### config.mk
export PLATFORM = sky130hd
export DESIGN_NAME = wheel_velocity_pid_top
export DESIGN_NICKNAME = d
export VERILOG_FILES = /design/src/wvpid_pkg.sv /design/src/wvpid_ram.sv /design/src/wvpid_update.sv /design/src/wvpid_gain.sv /design/src/wheel_velocity_pid_top.sv
export SDC_FILE = /design/constraint.sdc
export NUM_CORES = 2
export LEC_CHECK = 0
export ABC_AREA = 0
export BUFFER_PORTS_ARGS = -buffer_cell sky130_fd_sc_hd__clkbuf_2
export CELL_PAD_IN_SITES_DETAIL_PLACEMENT = 0
export CELL_PAD_IN_SITES_GLOBAL_PLACEMENT = 1
export CORE_MARGIN = 2
export CORE_UTILIZATION = 25
export CTS_BUF_LIST = sky130_fd_sc_hd__clkbuf_2 sky130_fd_sc_hd__clkbuf_4 sky130_fd_sc_hd__clkbuf_8
export DETAILED_ROUTE_END_ITERATION = 16
export GPL_ROUTABILITY_DRIVEN = 1
export MAX_ROUTING_LAYER = met4
export PLACE_DENSITY = 0.42
export SYNTH_ARGS = -nofsm -noshare
export SYNTH_HDL_FRONTEND = slang
export SYNTH_SLANG_ARGS = --single-unit
export TNS_END_PERCENT = 50
### constraint.sdc
create_clock -name clk -period 34.3 [get_ports clk]
set_input_delay 10.29 -clock clk [delete_from_list [all_inputs] [get_ports clk]]
set_output_delay 10.29 -clock clk [all_outputs]
set_load 0.1 [all_outputs]
### src/wvpid_pkg.sv
// ============================================================================
// wvpid_pkg
// Shared types and constants of the per-wheel PID velocity controller.
// ============================================================================
`default_nettype none

package wvpid_pkg;

    // Field widths.
    localparam int WHEEL_W = 2;
    localparam int VEL_W   = 16;
    localparam int GAIN_W  = 32;
    localparam int DRIVE_W = 15;
    localparam int CFG_W   = 2;

    // Internal term widths.
    localparam int ERR_W   = 11;  // error clamped to +/-1000
    localparam int DSTEP_W = 6;   // speed change clamped to +/-30
    localparam int DER_W   = 16;  // derivative term, +/-30000
    localparam int INTEG_W = 18;  // ten times the integral, +/-100000
    localparam int MEM_W   = INTEG_W + VEL_W;

    // Product and sum widths (gain widened by one bit to stay signed).
    localparam int P_W = GAIN_W + 1 + ERR_W;
    localparam int I_W = GAIN_W + 1 + INTEG_W;
    localparam int D_W = GAIN_W + 1 + DER_W;
    localparam int S_W = 53;

    // Division by ten times 2^24: keep bits [40:24] of the magnitude, then
    // multiply by the reciprocal of ten scaled by 2^20.
    localparam int QT_LSB  = 24;
    localparam int QT_W    = 17;
    localparam int RECIP_W = 17;
    localparam int QP_W    = QT_W + RECIP_W;
    localparam int RECIP_SHIFT = 20;
    localparam int QUOT_W  = 14;
    localparam logic [RECIP_W-1:0] RECIP_TEN = 17'd104858;

    // Limits.
    localparam logic signed [ERR_W-1:0]   ERR_MAX   = 11'sd1000;
    localparam logic signed [DSTEP_W-1:0] DSTEP_MAX = 6'sd30;
    localparam logic signed [DER_W-1:0]   DER_SCALE = 16'sd1000;
    localparam logic signed [INTEG_W-1:0] INTEG_MAX = 18'sd100000;
    localparam logic signed [P_W-1:0]     P_MAX     = 44'sd167772160000;
    localparam logic [S_W-1:0]            SAT_LIM   = 53'd1677721600000;
    localparam logic signed [DRIVE_W-1:0] DRIVE_MAX = 15'sd10000;

    // Configuration register indexes and reset values.
    localparam logic [CFG_W-1:0] REG_PROP_GAIN  = 2'd0;
    localparam logic [CFG_W-1:0] REG_INTEG_GAIN = 2'd1;
    localparam logic [CFG_W-1:0] REG_DERIV_GAIN = 2'd2;

    localparam logic [GAIN_W-1:0] PROP_GAIN_RST  = 32'd117440512;
    localparam logic [GAIN_W-1:0] INTEG_GAIN_RST = 32'd8388608;
    localparam logic [GAIN_W-1:0] DERIV_GAIN_RST = 32'd1678;

    typedef enum logic [2:0] {
        ST_IDLE,
        ST_READ,
        ST_MUL,
        ST_SUM,
        ST_FIN
    } state_t;

    typedef struct packed {
        logic mul_en;
        logic sum_en;
    } gain_ctrl_t;

endpackage

`default_nettype wire

### src/wvpid_ram.sv
// ============================================================================
// wvpid_ram
// Generic single-write, single-read RAM with a registered read port.
// ============================================================================
`default_nettype none

module wvpid_ram #(
    parameter int WIDTH  = 8,
    parameter int DEPTH  = 4,
    parameter int ADDR_W = (DEPTH > 1) ? $clog2(DEPTH) : 1
) (
    input  wire logic              clk,
    input  wire logic              we,
    input  wire logic [ADDR_W-1:0] waddr,
    input  wire logic [WIDTH-1:0]  wdata,
    input  wire logic [ADDR_W-1:0] raddr,
    output logic      [WIDTH-1:0]  rdata
);

    logic [WIDTH-1:0] mem [DEPTH];

    always_ff @(posedge clk)
    begin
        if (we)
        begin
            mem[waddr] <= wdata;
        end
        rdata <= mem[raddr];
    end

endmodule

`default_nettype wire

### src/wvpid_update.sv
// ============================================================================
// wvpid_update
// State update of one wheel: clamped error, derivative and integrator.
// ============================================================================
`default_nettype none

module wvpid_update import wvpid_pkg::*; (
    input  wire logic signed [VEL_W-1:0]   target_velocity,
    input  wire logic signed [VEL_W-1:0]   actual_velocity,
    input  wire logic signed [VEL_W-1:0]   prev_velocity,
    input  wire logic signed [INTEG_W-1:0] integ_in,
    output logic signed [ERR_W-1:0]        err,
    output logic signed [DER_W-1:0]        deriv,
    output logic signed [INTEG_W-1:0]      integ_out
);

    logic signed [VEL_W:0]     diff_err;
    logic signed [VEL_W:0]     diff_vel;
    logic signed [DSTEP_W-1:0] dstep;
    logic signed [INTEG_W:0]   integ_sum;

    always_comb
    begin
        diff_err = (VEL_W+1)'(target_velocity) - (VEL_W+1)'(actual_velocity);
        diff_vel = (VEL_W+1)'(actual_velocity) - (VEL_W+1)'(prev_velocity);

        if (diff_err > (VEL_W+1)'(ERR_MAX))
            err = ERR_MAX;
        else if (diff_err < -(VEL_W+1)'(ERR_MAX))
            err = -ERR_MAX;
        else
            err = ERR_W'(diff_err);

        // Clamping the speed change to 30 before scaling by 1000 gives the
        // same result as clamping the scaled value to 30000.
        if (diff_vel > (VEL_W+1)'(DSTEP_MAX))
            dstep = DSTEP_MAX;
        else if (diff_vel < -(VEL_W+1)'(DSTEP_MAX))
            dstep = -DSTEP_MAX;
        else
            dstep = DSTEP_W'(diff_vel);
        deriv = DER_W'(dstep) * DER_SCALE;

        integ_sum = (INTEG_W+1)'(integ_in) + (INTEG_W+1)'(err);
        if (integ_sum > (INTEG_W+1)'(INTEG_MAX))
            integ_out = INTEG_MAX;
        else if (integ_sum < -(INTEG_W+1)'(INTEG_MAX))
            integ_out = -INTEG_MAX;
        else
            integ_out = INTEG_W'(integ_sum);
    end

endmodule

`default_nettype wire

### src/wvpid_gain.sv
// ============================================================================
// wvpid_gain
// Gain multiplication, weighted sum and scaling to the saturated drive.
// ============================================================================
`default_nettype none

module wvpid_gain import wvpid_pkg::*; (
    input  wire logic                      clk,
    input  wire gain_ctrl_t                ctrl,
    input  wire logic [GAIN_W-1:0]         prop_gain,
    input  wire logic [GAIN_W-1:0]         integ_gain,
    input  wire logic [GAIN_W-1:0]         deriv_gain,
    input  wire logic signed [ERR_W-1:0]   err,
    input  wire logic signed [INTEG_W-1:0] integ,
    input  wire logic signed [DER_W-1:0]   deriv,
    output logic signed [DRIVE_W-1:0]      drive
);

    logic signed [P_W-1:0] p_prod_reg;
    logic signed [I_W-1:0] i_prod_reg;
    logic signed [D_W-1:0] d_prod_reg;
    logic signed [S_W-1:0] sum_reg;

    logic signed [P_W-1:0]     p_clamp;
    logic signed [S_W-1:0]     p_ext;
    logic signed [S_W-1:0]     d_ext;
    logic signed [S_W-1:0]     sum_next;
    logic [S_W-1:0]            mag;
    logic [QT_W-1:0]           quot_in;
    logic [QP_W-1:0]           quot_prod;
    logic signed [DRIVE_W-1:0] drive_mag;

    // Products of the gains, registered.
    always_ff @(posedge clk)
    begin
        if (ctrl.mul_en)
        begin
            p_prod_reg <= $signed({1'b0, prop_gain}) * err;
            i_prod_reg <= $signed({1'b0, integ_gain}) * integ;
            d_prod_reg <= $signed({1'b0, deriv_gain}) * deriv;
        end
    end

    // Sum in units of 2^-24 / 10.
    always_comb
    begin
        if (p_prod_reg > P_MAX)
            p_clamp = P_MAX;
        else if (p_prod_reg < -P_MAX)
            p_clamp = -P_MAX;
        else
            p_clamp = p_prod_reg;
        p_ext    = S_W'(p_clamp);
        d_ext    = S_W'(d_prod_reg);
        sum_next = (p_ext <<< 3) + (p_ext <<< 1) + S_W'(i_prod_reg)
                 + (d_ext <<< 3) + (d_ext <<< 1);
    end

    always_ff @(posedge clk)
    begin
        if (ctrl.sum_en)
        begin
            sum_reg <= sum_next;
        end
    end

    // Truncation toward zero: divide the magnitude, then restore the sign.
    always_comb
    begin
        mag       = sum_reg[S_W-1] ? S_W'(-sum_reg) : S_W'(sum_reg);
        quot_in   = mag[QT_LSB +: QT_W];
        quot_prod = QP_W'(quot_in) * QP_W'(RECIP_TEN);
        if (mag >= SAT_LIM)
            drive_mag = DRIVE_MAX;
        else
            drive_mag = DRIVE_W'(quot_prod[RECIP_SHIFT +: QUOT_W]);
        drive = sum_reg[S_W-1] ? -drive_mag : drive_mag;
    end

endmodule

`default_nettype wire

### src/wheel_velocity_pid_top.sv
// ============================================================================
// wheel_velocity_pid_top
// Per-wheel PID velocity controller with clamped integrator.
// ============================================================================
// Usage: each input transfer carries a wheel index with its target and
// measured speed; it produces exactly one output transfer with the same
// wheel index and the saturated current command for that motor.
// Both channels use valid and stall: a transfer happens at a rising clock
// edge with valid high and stall low.
// The item passes in turn through the read-modify-write of the wheel state
// RAM, the gain multipliers, the weighted sum and the final scaling; then
// out_valid rises as the result is loaded into the output register. The
// block takes no new item before it is through with the last: the next
// item is taken at the earliest in the cycle that loads the result.
// When the receiver stalls, the finished result waits in the output
// register; the block still takes the next item and runs it until its own
// result is ready, then holds until the register frees up.
// Reset loads the default gains and marks every wheel entry as empty, so
// each wheel starts with zero integrator and zero previous speed; the
// entries need no clearing pass. An index not below NUM_WHEELS yields a
// drive of zero and leaves all state alone. Gains must be written through
// cfg_we / cfg_index / cfg_data only while idle, not enforced by the block.
// ============================================================================
`default_nettype none

module wheel_velocity_pid_top import wvpid_pkg::*; #(
    parameter int NUM_WHEELS = 4
) (
    input  wire logic                      clk,
    input  wire logic                      rst_n,
    input  wire logic                      in_valid,
    output logic                           in_stall,
    input  wire logic [WHEEL_W-1:0]        wheel,
    input  wire logic signed [VEL_W-1:0]   target_velocity,
    input  wire logic signed [VEL_W-1:0]   actual_velocity,
    output logic                           out_valid,
    input  wire logic                      out_stall,
    output logic [WHEEL_W-1:0]             wheel_out,
    output logic signed [DRIVE_W-1:0]      drive_current,
    input  wire logic                      cfg_we,
    input  wire logic [CFG_W-1:0]          cfg_index,
    input  wire logic [GAIN_W-1:0]         cfg_data
);

    localparam int ADDR_W    = (NUM_WHEELS > 1) ? $clog2(NUM_WHEELS) : 1;
    localparam int ENTRIES   = 2 ** ADDR_W;
    localparam int CMP_W     = 6;

    // Gain registers.
    logic [GAIN_W-1:0] prop_gain_reg;
    logic [GAIN_W-1:0] integ_gain_reg;
    logic [GAIN_W-1:0] deriv_gain_reg;

    always_ff @(posedge clk or negedge rst_n)
    begin
        if (!rst_n)
        begin
            prop_gain_reg  <= PROP_GAIN_RST;
            integ_gain_reg <= INTEG_GAIN_RST;
            deriv_gain_reg <= DERIV_GAIN_RST;
        end
        else if (cfg_we)
        begin
            unique case (cfg_index)
                REG_PROP_GAIN:  prop_gain_reg  <= cfg_data;
                REG_INTEG_GAIN: integ_gain_reg <= cfg_data;
                REG_DERIV_GAIN: deriv_gain_reg <= cfg_data;
                default:        ;
            endcase
        end
    end

    // Control.
    state_t     state_reg;
    state_t     state_next;
    logic       in_accept;
    logic       fin_ok;
    logic       fin_load;
    logic       upd_en;
    logic       wr_en;
    gain_ctrl_t gain_ctrl;

    assign in_accept = in_valid && !in_stall;
    assign fin_ok    = !out_valid || !out_stall;

    always_comb
    begin
        state_next = state_reg;
        unique case (state_reg)
            ST_IDLE: if (in_accept) state_next = ST_READ;
            ST_READ: state_next = ST_MUL;
            ST_MUL:  state_next = ST_SUM;
            ST_SUM:  state_next = ST_FIN;
            ST_FIN:
            begin
                if (fin_ok)
                    state_next = in_accept ? ST_READ : ST_IDLE;
            end
            default: state_next = ST_IDLE;
        endcase
    end

    always_comb
    begin
        in_stall         = 1'b1;
        fin_load         = 1'b0;
        upd_en           = 1'b0;
        gain_ctrl.mul_en = 1'b0;
        gain_ctrl.sum_en = 1'b0;
        unique case (state_reg)
            ST_IDLE: in_stall = 1'b0;
            ST_READ: upd_en = 1'b1;
            ST_MUL:  gain_ctrl.mul_en = 1'b1;
            ST_SUM:  gain_ctrl.sum_en = 1'b1;
            ST_FIN:
            begin
                fin_load = fin_ok;
                in_stall = !fin_ok;
            end
            default: ;
        endcase
    end

    always_ff @(posedge clk or negedge rst_n)
    begin
        if (!rst_n)
            state_reg <= ST_IDLE;
        else
            state_reg <= state_next;
    end

    // Captured item.
    logic [ADDR_W-1:0]         in_addr;
    logic                      in_range;
    logic [WHEEL_W-1:0]        wheel_reg;
    logic [ADDR_W-1:0]         addr_reg;
    logic signed [VEL_W-1:0]   target_reg;
    logic signed [VEL_W-1:0]   actual_reg;
    logic                      in_range_reg;
    logic                      entry_valid_reg;
    logic [ENTRIES-1:0]        valid_reg;

    assign in_addr  = ADDR_W'(wheel);
    assign in_range = CMP_W'(wheel) < CMP_W'(NUM_WHEELS);
    assign wr_en    = upd_en && in_range_reg;

    always_ff @(posedge clk)
    begin
        if (in_accept)
        begin
            wheel_reg       <= wheel;
            addr_reg        <= in_addr;
            target_reg      <= target_velocity;
            actual_reg      <= actual_velocity;
            in_range_reg    <= in_range;
            entry_valid_reg <= in_range && valid_reg[in_addr];
        end
    end

    // An entry never written since reset reads as zero state.
    always_ff @(posedge clk or negedge rst_n)
    begin
        if (!rst_n)
            valid_reg <= '0;
        else if (wr_en)
            valid_reg[addr_reg] <= 1'b1;
    end

    // Wheel state RAM: {integrator, previous velocity}. The read is issued
    // in the transfer cycle and written back in the following cycle; only
    // one item is in this part at a time, so no forwarding is needed.
    logic [MEM_W-1:0]            rd_data;
    logic [MEM_W-1:0]            wr_data;
    logic signed [INTEG_W-1:0]   integ_old;
    logic signed [VEL_W-1:0]     prev_old;
    logic signed [ERR_W-1:0]     err_w;
    logic signed [DER_W-1:0]     deriv_w;
    logic signed [INTEG_W-1:0]   integ_w;

    wvpid_ram #(
        .WIDTH (MEM_W),
        .DEPTH (NUM_WHEELS),
        .ADDR_W(ADDR_W)
    ) u_ram (
        .clk  (clk),
        .we   (wr_en),
        .waddr(addr_reg),
        .wdata(wr_data),
        .raddr(in_addr),
        .rdata(rd_data)
    );

    assign integ_old = entry_valid_reg ? rd_data[VEL_W +: INTEG_W] : '0;
    assign prev_old  = entry_valid_reg ? rd_data[VEL_W-1:0] : '0;
    assign wr_data   = {integ_w, actual_reg};

    wvpid_update u_update (
        .target_velocity(target_reg),
        .actual_velocity(actual_reg),
        .prev_velocity  (prev_old),
        .integ_in       (integ_old),
        .err            (err_w),
        .deriv          (deriv_w),
        .integ_out      (integ_w)
    );

    logic signed [ERR_W-1:0]   err_reg;
    logic signed [DER_W-1:0]   deriv_reg;
    logic signed [INTEG_W-1:0] integ_reg;

    always_ff @(posedge clk)
    begin
        if (upd_en)
        begin
            err_reg   <= err_w;
            deriv_reg <= deriv_w;
            integ_reg <= integ_w;
        end
    end

    logic signed [DRIVE_W-1:0] drive_w;

    wvpid_gain u_gain (
        .clk       (clk),
        .ctrl      (gain_ctrl),
        .prop_gain (prop_gain_reg),
        .integ_gain(integ_gain_reg),
        .deriv_gain(deriv_gain_reg),
        .err       (err_reg),
        .integ     (integ_reg),
        .deriv     (deriv_reg),
        .drive     (drive_w)
    );

    // Output register.
    logic                      out_valid_reg;
    logic [WHEEL_W-1:0]        wheel_out_reg;
    logic signed [DRIVE_W-1:0] drive_reg;

    always_ff @(posedge clk or negedge rst_n)
    begin
        if (!rst_n)
            out_valid_reg <= 1'b0;
        else if (fin_load)
            out_valid_reg <= 1'b1;
        else if (!out_stall)
            out_valid_reg <= 1'b0;
    end

    always_ff @(posedge clk)
    begin
        if (fin_load)
        begin
            wheel_out_reg <= wheel_reg;
            drive_reg     <= in_range_reg ? drive_w : '0;
        end
    end

    assign out_valid     = out_valid_reg;
    assign wheel_out     = wheel_out_reg;
    assign drive_current = drive_reg;

endmodule

`default_nettype wire

Word-level counts from Yosys, hierarchy flattened --
Memories as Yosys holds them, arrays and structs flattened. A register that Yosys moved wholly into a read port is not among the register bits. Cells that the tools add are included.
Storage, ports and cells: register bits after elaboration 392, RAM bits 136, input bits 73, output and inout bits 19, logic and storage cells 99, memories kept 1
Memory list:
- u_ram.mem | depth 4, bits a word 34, read ports 1, clocked after Yosys merged registers in 1, write ports 1, RTL line wvpid_ram.sv:20 | logic [WIDTH-1:0] mem [DEPTH];
Operators by class: add/sub/neg operators 9, $mul 5, order comparisons 12, eq/ne operators 9, multiplexer cells 30, bitwise logic cells 1, reductions and logical operators 13
Operators with widths (number):
- 44-bit two-way mux | 2
- 18-bit two-way mux | 3
- 53-bit by 50-bit adder with 53-bit output | 1
- 53-bit by 52-bit adder with 53-bit output | 1
- 53-bit by 41-bit greater-or-equal comparator with 1-bit output (second input constant) | 1
- 53-bit two-way mux | 1
- 53-bit negator | 1
- 48-bit by 51-bit adder with 52-bit output | 1
- 33-bit by 18-bit multiplier with 51-bit output | 1
- 47-bit by 45-bit adder with 48-bit output | 1
- 33-bit by 13-bit multiplier with 46-bit output | 1
- 44-bit by 39-bit greater-than comparator with 1-bit output (second input constant) | 1
- 44-bit by 39-bit less-than comparator with 1-bit output (second input constant) | 1
- 33-bit by 11-bit multiplier with 44-bit output | 1
- 16-bit by 16-bit subtractor with 17-bit output | 2
- 17-bit by 16-bit multiplier with 33-bit output (second input constant) | 1
- 11-bit two-way mux | 2
- 18-bit by 11-bit adder with 19-bit output | 1
- 19-bit by 18-bit greater-than comparator with 1-bit output (second input constant) | 1
- 19-bit by 18-bit less-than comparator with 1-bit output (second input constant) | 1
- 17-bit by 11-bit greater-than comparator with 1-bit output (second input constant) | 1
- 17-bit by 6-bit greater-than comparator with 1-bit output (second input constant) | 1
- 17-bit by 11-bit less-than comparator with 1-bit output (second input constant) | 1
- 17-bit by 6-bit less-than comparator with 1-bit output (second input constant) | 1
- other kinds (28) | 50

Logic depth before layout (Yosys ltp) --
word-level depth 9, gate-level depth with buffers 39, mapped depth without buffers 38

Modules after synthesis --
From an unflattened synthesis, not the netlist that was laid out.
Second synthesis, totals: cell total of the unflattened synthesis 8055, area total of the unflattened synthesis 81650.8 sq um
Modules (own cells, without submodules):
- wvpid_gain | instances 1, cells an instance 6859, area an instance 64498.1 sq um, seq. area each 5915.7 sq um
- wheel_velocity_pid_top | instances 1, cells an instance 370, area an instance 7146.9 sq um, seq. area each 5527.8 sq um
- wvpid_ram | instances 1, cells an instance 216, area an instance 5666.7 sq um, seq. area each 4764.6 sq um
- wvpid_update | instances 1, cells an instance 610, area an instance 4339.2 sq um, seq. area each 0.0 sq um

Worst setup path after synthesis --
No wires, ideal clock.
kind input -> output, start point input port out_stall, end point output port in_stall, data arrival time 11064 ps, data required time 24010 ps, setup slack 12946 ps, stages 2, buffers on the path 0, cell sequence nand3_1 nand2_1
On the way: word-level cells in the longest chain between the ends 4
RTL lines:
- start: declaration | RTL line wheel_velocity_pid_top.sv:37 | input wire logic out_stall,
- 1-bit logical NOT
- 1-bit logical OR | RTL line wheel_velocity_pid_top.sv:84 | assign fin_ok = !out_valid || !out_stall;
- 1-bit logical NOT | RTL line wheel_velocity_pid_top.sv:118 | in_stall = !fin_ok;
- 1-bit case mux with 2 select lines | RTL line wheel_velocity_pid_top.sv:110 | unique case (state_reg)
- end: declaration | RTL line wheel_velocity_pid_top.sv:32 | output logic in_stall,
Every way passes these cells.

Final worst setup path --
Same ends and word-level chain as after synthesis.

==> flow_results.org <==
** Timing
- Total count of hold-check failures in the final report :: 0
- Crit path time final :: 21.38 ns
- Unrepaired setup endpoints after global routing :: no
- Dividing the final minimum period by the clock period gives 62.3%.
- Rel. slew slack :: 16.0%
- Max-slew violation count :: 0
- On the final layout, the worst clock skew is 0.152 ns.
- Count of final setup violators :: 0
- For the pin with the worst max-slew slack, the measured transition is 1.26 ns.
- Achievable clock frequency :: 46.8 MHz
- Hold timing on the final database bottoms out at a slack of 0.423 ns.
- Final-layout setup total negative slack :: 0 ns

** Flow run
- Across the run, the number of max-cap violations was 0.

** Logic synthesis
- The netlist uses 92 different library cells.
- Library cell with the largest summed area after synthesis :: sky130_fd_sc_hd__fa_1
- Yosys top cell area share :: 32.6%
- The number of nets in the synthesized netlist is 9,868.
- The synthesized design contains 562 register bits.
- Main area contributors after synthesis :: sky130_fd_sc_hd__fa_1 (33%), sky130_fd_sc_hd__edfxtp_1 (16%), sky130_fd_sc_hd__ha_1 (12%), sky130_fd_sc_hd__inv_1 (7.3%), sky130_fd_sc_hd__nand2_1 (4.7%)
- Of the synthesized area, sequential elements account for 20.5%.
- In the synthesized netlist the async set-or-reset flop fraction comes to 18.5%.
- The cell area that synthesis handed to floorplanning was 78,000 µm².
- A synthesized cell averages 10.0 µm².
- Number of flops mapped to enable cells by yosys :: 424
- Ys Warns :: 0
- Counting every instance in the synthesized netlist gives 7,786.
- The most used flip-flop cell after synthesis is sky130_fd_sc_hd__edfxtp_1.

** Clock network
- CTS Hold Buffers Added :: 0
- Resized cells post-CTS :: 0
- CTS tree :: yes
- Once the clock tree was built, the setup fixing pass inserted 0 buffers.
- For the worst-skew pair, the clock arrives at the later sink with an insertion delay of 0.96 ns.
- Clock tree root buffer cell :: sky130_fd_sc_hd__clkbuf_8
- The number of clock buffers added by TritonCTS is 119.
- CTS Sinks :: 562
- No sink is reached through more buffers than the 4 on the longest clock path.
- H-tree depth :: 3
- Clock edge transition at the registers on the reported setup and hold paths :: 0.05 ns

** GRT
- Pin count of the biggest net entering global routing :: 138
- Across every metal layer, demand over resource in global routing totals 16.4%.
- First-pass GRT wire length :: 379,000 µm
- Number of global-route vias before repair :: 59,000
- Global-route congestion overflow total :: 0
- The initial antenna violation count came to 12.

** Status
- Outcome :: finished, final reports clean

** Place
- Global placer's final weighted congestion :: 0.820
- Summed over all nets, the half-perimeter wirelength after detailed placement is 197,000 µm.
- Buffers placed on the I/O ports in this run total 91.

** Floorplan
- For this configuration, the core starts out at a cell density of 25.1%.
- The die covers 317,000 µm².
- For this design the top-level I/O count stands at 92.
- Vert. Die Dim :: 563 µm
- The floorplan step set the die width to 563 µm.
- Core area :: 311,000 µm²
- The floorplan has 205 rows.

** Min path
- HP Class :: flop to flop

** Worst setup path
- Category of the most critical setup path :: input pin to output port
- Biggest fanout along the worst timing path :: 3
- STA classifies the critical path startpoint as an input pin.
- Required time of the critical path :: 24.01 ns
- Critical path capture point type :: output port
- STA puts the critical path data arrival time at 11.09 ns.

** Final layout
- FF+latch area :: 16,000 µm²
- Number of nets in the layout :: 9,903
- Footprint of the multi-input gates :: 55,200 µm²
- The post-route netlist has 7.92% of its cells at a drive strength greater than 1.
- Flip-flop count of the largest register, all copies and words added :: 136
- Area growth from synthesis to final layout :: 10.4%
- Fill cell count :: 33,000

** Detailed routing
- Via-per-instance ratio :: 4.40
- Vias :: 53,100
- DR DRC count :: 0
- Once detail routing completed, the nets flagged for antenna violations numbered 0.
- After the first detailed-routing iteration, the DRC count stood at 2,405.
- Final routed wire length divided by cell count :: 20.4 µm
- The pre-antenna-repair detailed-routing pass consisted of 5 iterations.
- Total wire length after detailed routing :: 247,000 µm
[kinds of logic after synthesis]
kind of cell	count (synthesis)	synth area share, %
AOI/OAI and AO/OA	858	7.20
xor gates and xnor gates	297	3.34
muxes	140	2.51
buffers and inverters	1807	8.72
adders and majority gates	2011	44.5
DFF	562	20.5
and+or+nand+nor	2111	13.2
[through the flow]
| step | util, % | instances | cell area [µm²] | worst slack, ns |
|---|---|---|---|---|
| after floorplan | - | 7786 | 78000 | 12.95 |
| after global placement | 26.8 | 11800 | 83500 | 12.87 |
| after detailed placement | 26.8 | 11800 | 83500 | 12.91 |
| after CTS | 27.7 | 12100 | 86100 | 12.91 |
| after global routing | 27.7 | 12100 | 86100 | 12.89 |
| final | 27.7 | 12100 | 86200 | 12.92 |
[worst max-delay path, cell delays in order]
cell and delay (ns):
sky130_fd_sc_hd__clkbuf_2 0.13, sky130_fd_sc_hd__nand3_1 0.11, sky130_fd_sc_hd__nand2_1 0.10, sky130_fd_sc_hd__clkbuf_2 0.45
[cells in the mapped netlist (35+ instances only)]
master,instances
sky130_fd_sc_hd__nand2_1,973
sky130_fd_sc_hd__and2_1,504
sky130_fd_sc_hd__mux4_2,35
sky130_fd_sc_hd__nand2b_1,132
sky130_fd_sc_hd__nor2b_1,45
sky130_fd_sc_hd__o21a_1,44
sky130_fd_sc_hd__a21o_1,145
sky130_fd_sc_hd__edfxtp_1,424
sky130_fd_sc_hd__a21oi_1,257
sky130_fd_sc_hd__xor2_1,110
sky130_fd_sc_hd__nand3_1,73
sky130_fd_sc_hd__nor2_1,178
sky130_fd_sc_hd__o21bai_1,52
sky130_fd_sc_hd__mux2_2,97
sky130_fd_sc_hd__fa_1,1271
sky130_fd_sc_hd__ha_1,738
sky130_fd_sc_hd__inv_1,1509
sky130_fd_sc_hd__clkbuf_1,289
sky130_fd_sc_hd__dfrtp_1,94
sky130_fd_sc_hd__xnor2_1,186
sky130_fd_sc_hd__nor3_1,54
sky130_fd_sc_hd__o21ai_0,138
[cell usage in the layout, fill, tap and decap left out, types with 97 or more instances in the layout]
| cell | Yosys | final |
|---|---|---|
| sky130_fd_sc_hd__ha_1 | 738 | 738 |
| sky130_fd_sc_hd__mux2_2 | 97 | 97 |
| sky130_fd_sc_hd__nor2_1 | 178 | 177 |
| sky130_fd_sc_hd__xnor2_1 | 186 | 186 |
| sky130_fd_sc_hd__edfxtp_1 | 424 | 424 |
| sky130_fd_sc_hd__nand2b_1 | 132 | 132 |
| sky130_fd_sc_hd__a21oi_1 | 257 | 256 |
| sky130_fd_sc_hd__o21ai_0 | 138 | 137 |
| sky130_fd_sc_hd__nand2_1 | 973 | 973 |
| sky130_fd_sc_hd__clkbuf_8 | 0 | 134 |
| sky130_fd_sc_hd__xor2_1 | 110 | 110 |
| sky130_fd_sc_hd__a21o_1 | 145 | 145 |
| sky130_fd_sc_hd__buf_4 | 1 | 121 |
| sky130_fd_sc_hd__inv_1 | 1509 | 1508 |
| sky130_fd_sc_hd__fa_1 | 1271 | 1271 |
| sky130_fd_sc_hd__and2_1 | 504 | 504 |
[area by class of cell]
type                            count  share of cell area, %
Antenna cell                       10                 0.0290
Clock buffer                      168                   2.44
Clock inverter                     51                  0.642
Inverter                         1509                   6.57
Multi-Input combinational cell   5417                   64.1
Sequential cell                   562                   18.6
Tap cell                         4140                   6.01
Timing Repair Buffer              212                   1.60
[metal layers]
| layer | GRT usage (%) | routed length (µm) | vias to the layer above |
|---|---|---|---|
| li1 | - | - | 24700 |
| met1 | 22.2 | 117000 | 27500 |
| met2 | 27.1 | 117000 | 719 |
| met3 | 1.54 | 8270 | 191 |
| met4 | 2.56 | 3610 | 0 |
| met5 | - | 0 | - |
[worst paths after layout]
| kind | cells past startpoint | slack, ns | endpoint | start |
|---|---|---|---|---|
| max | 4 | 12.92 | in_stall | out_stall |
| min | 0 | 0.42 | u_gain.sum_reg[0] | u_gain.i_prod_reg[0] |
| max reg2reg | 34 | 23.51 | u_gain.sum_reg[51] | u_gain.p_prod_reg[35] |
| min reg2reg | 0 | 0.42 | u_gain.sum_reg[0] | u_gain.i_prod_reg[0] |
| max in group asynchronous | 2 | 23.40 | integ_gain_reg[22] | rst_n |
| min in group asynchronous | 1 | 9.44 | prop_gain_reg[14] | rst_n |
Power is not shown: default switching activity piles up to over one toggle a cycle in this logic, so the estimate is an artifact.
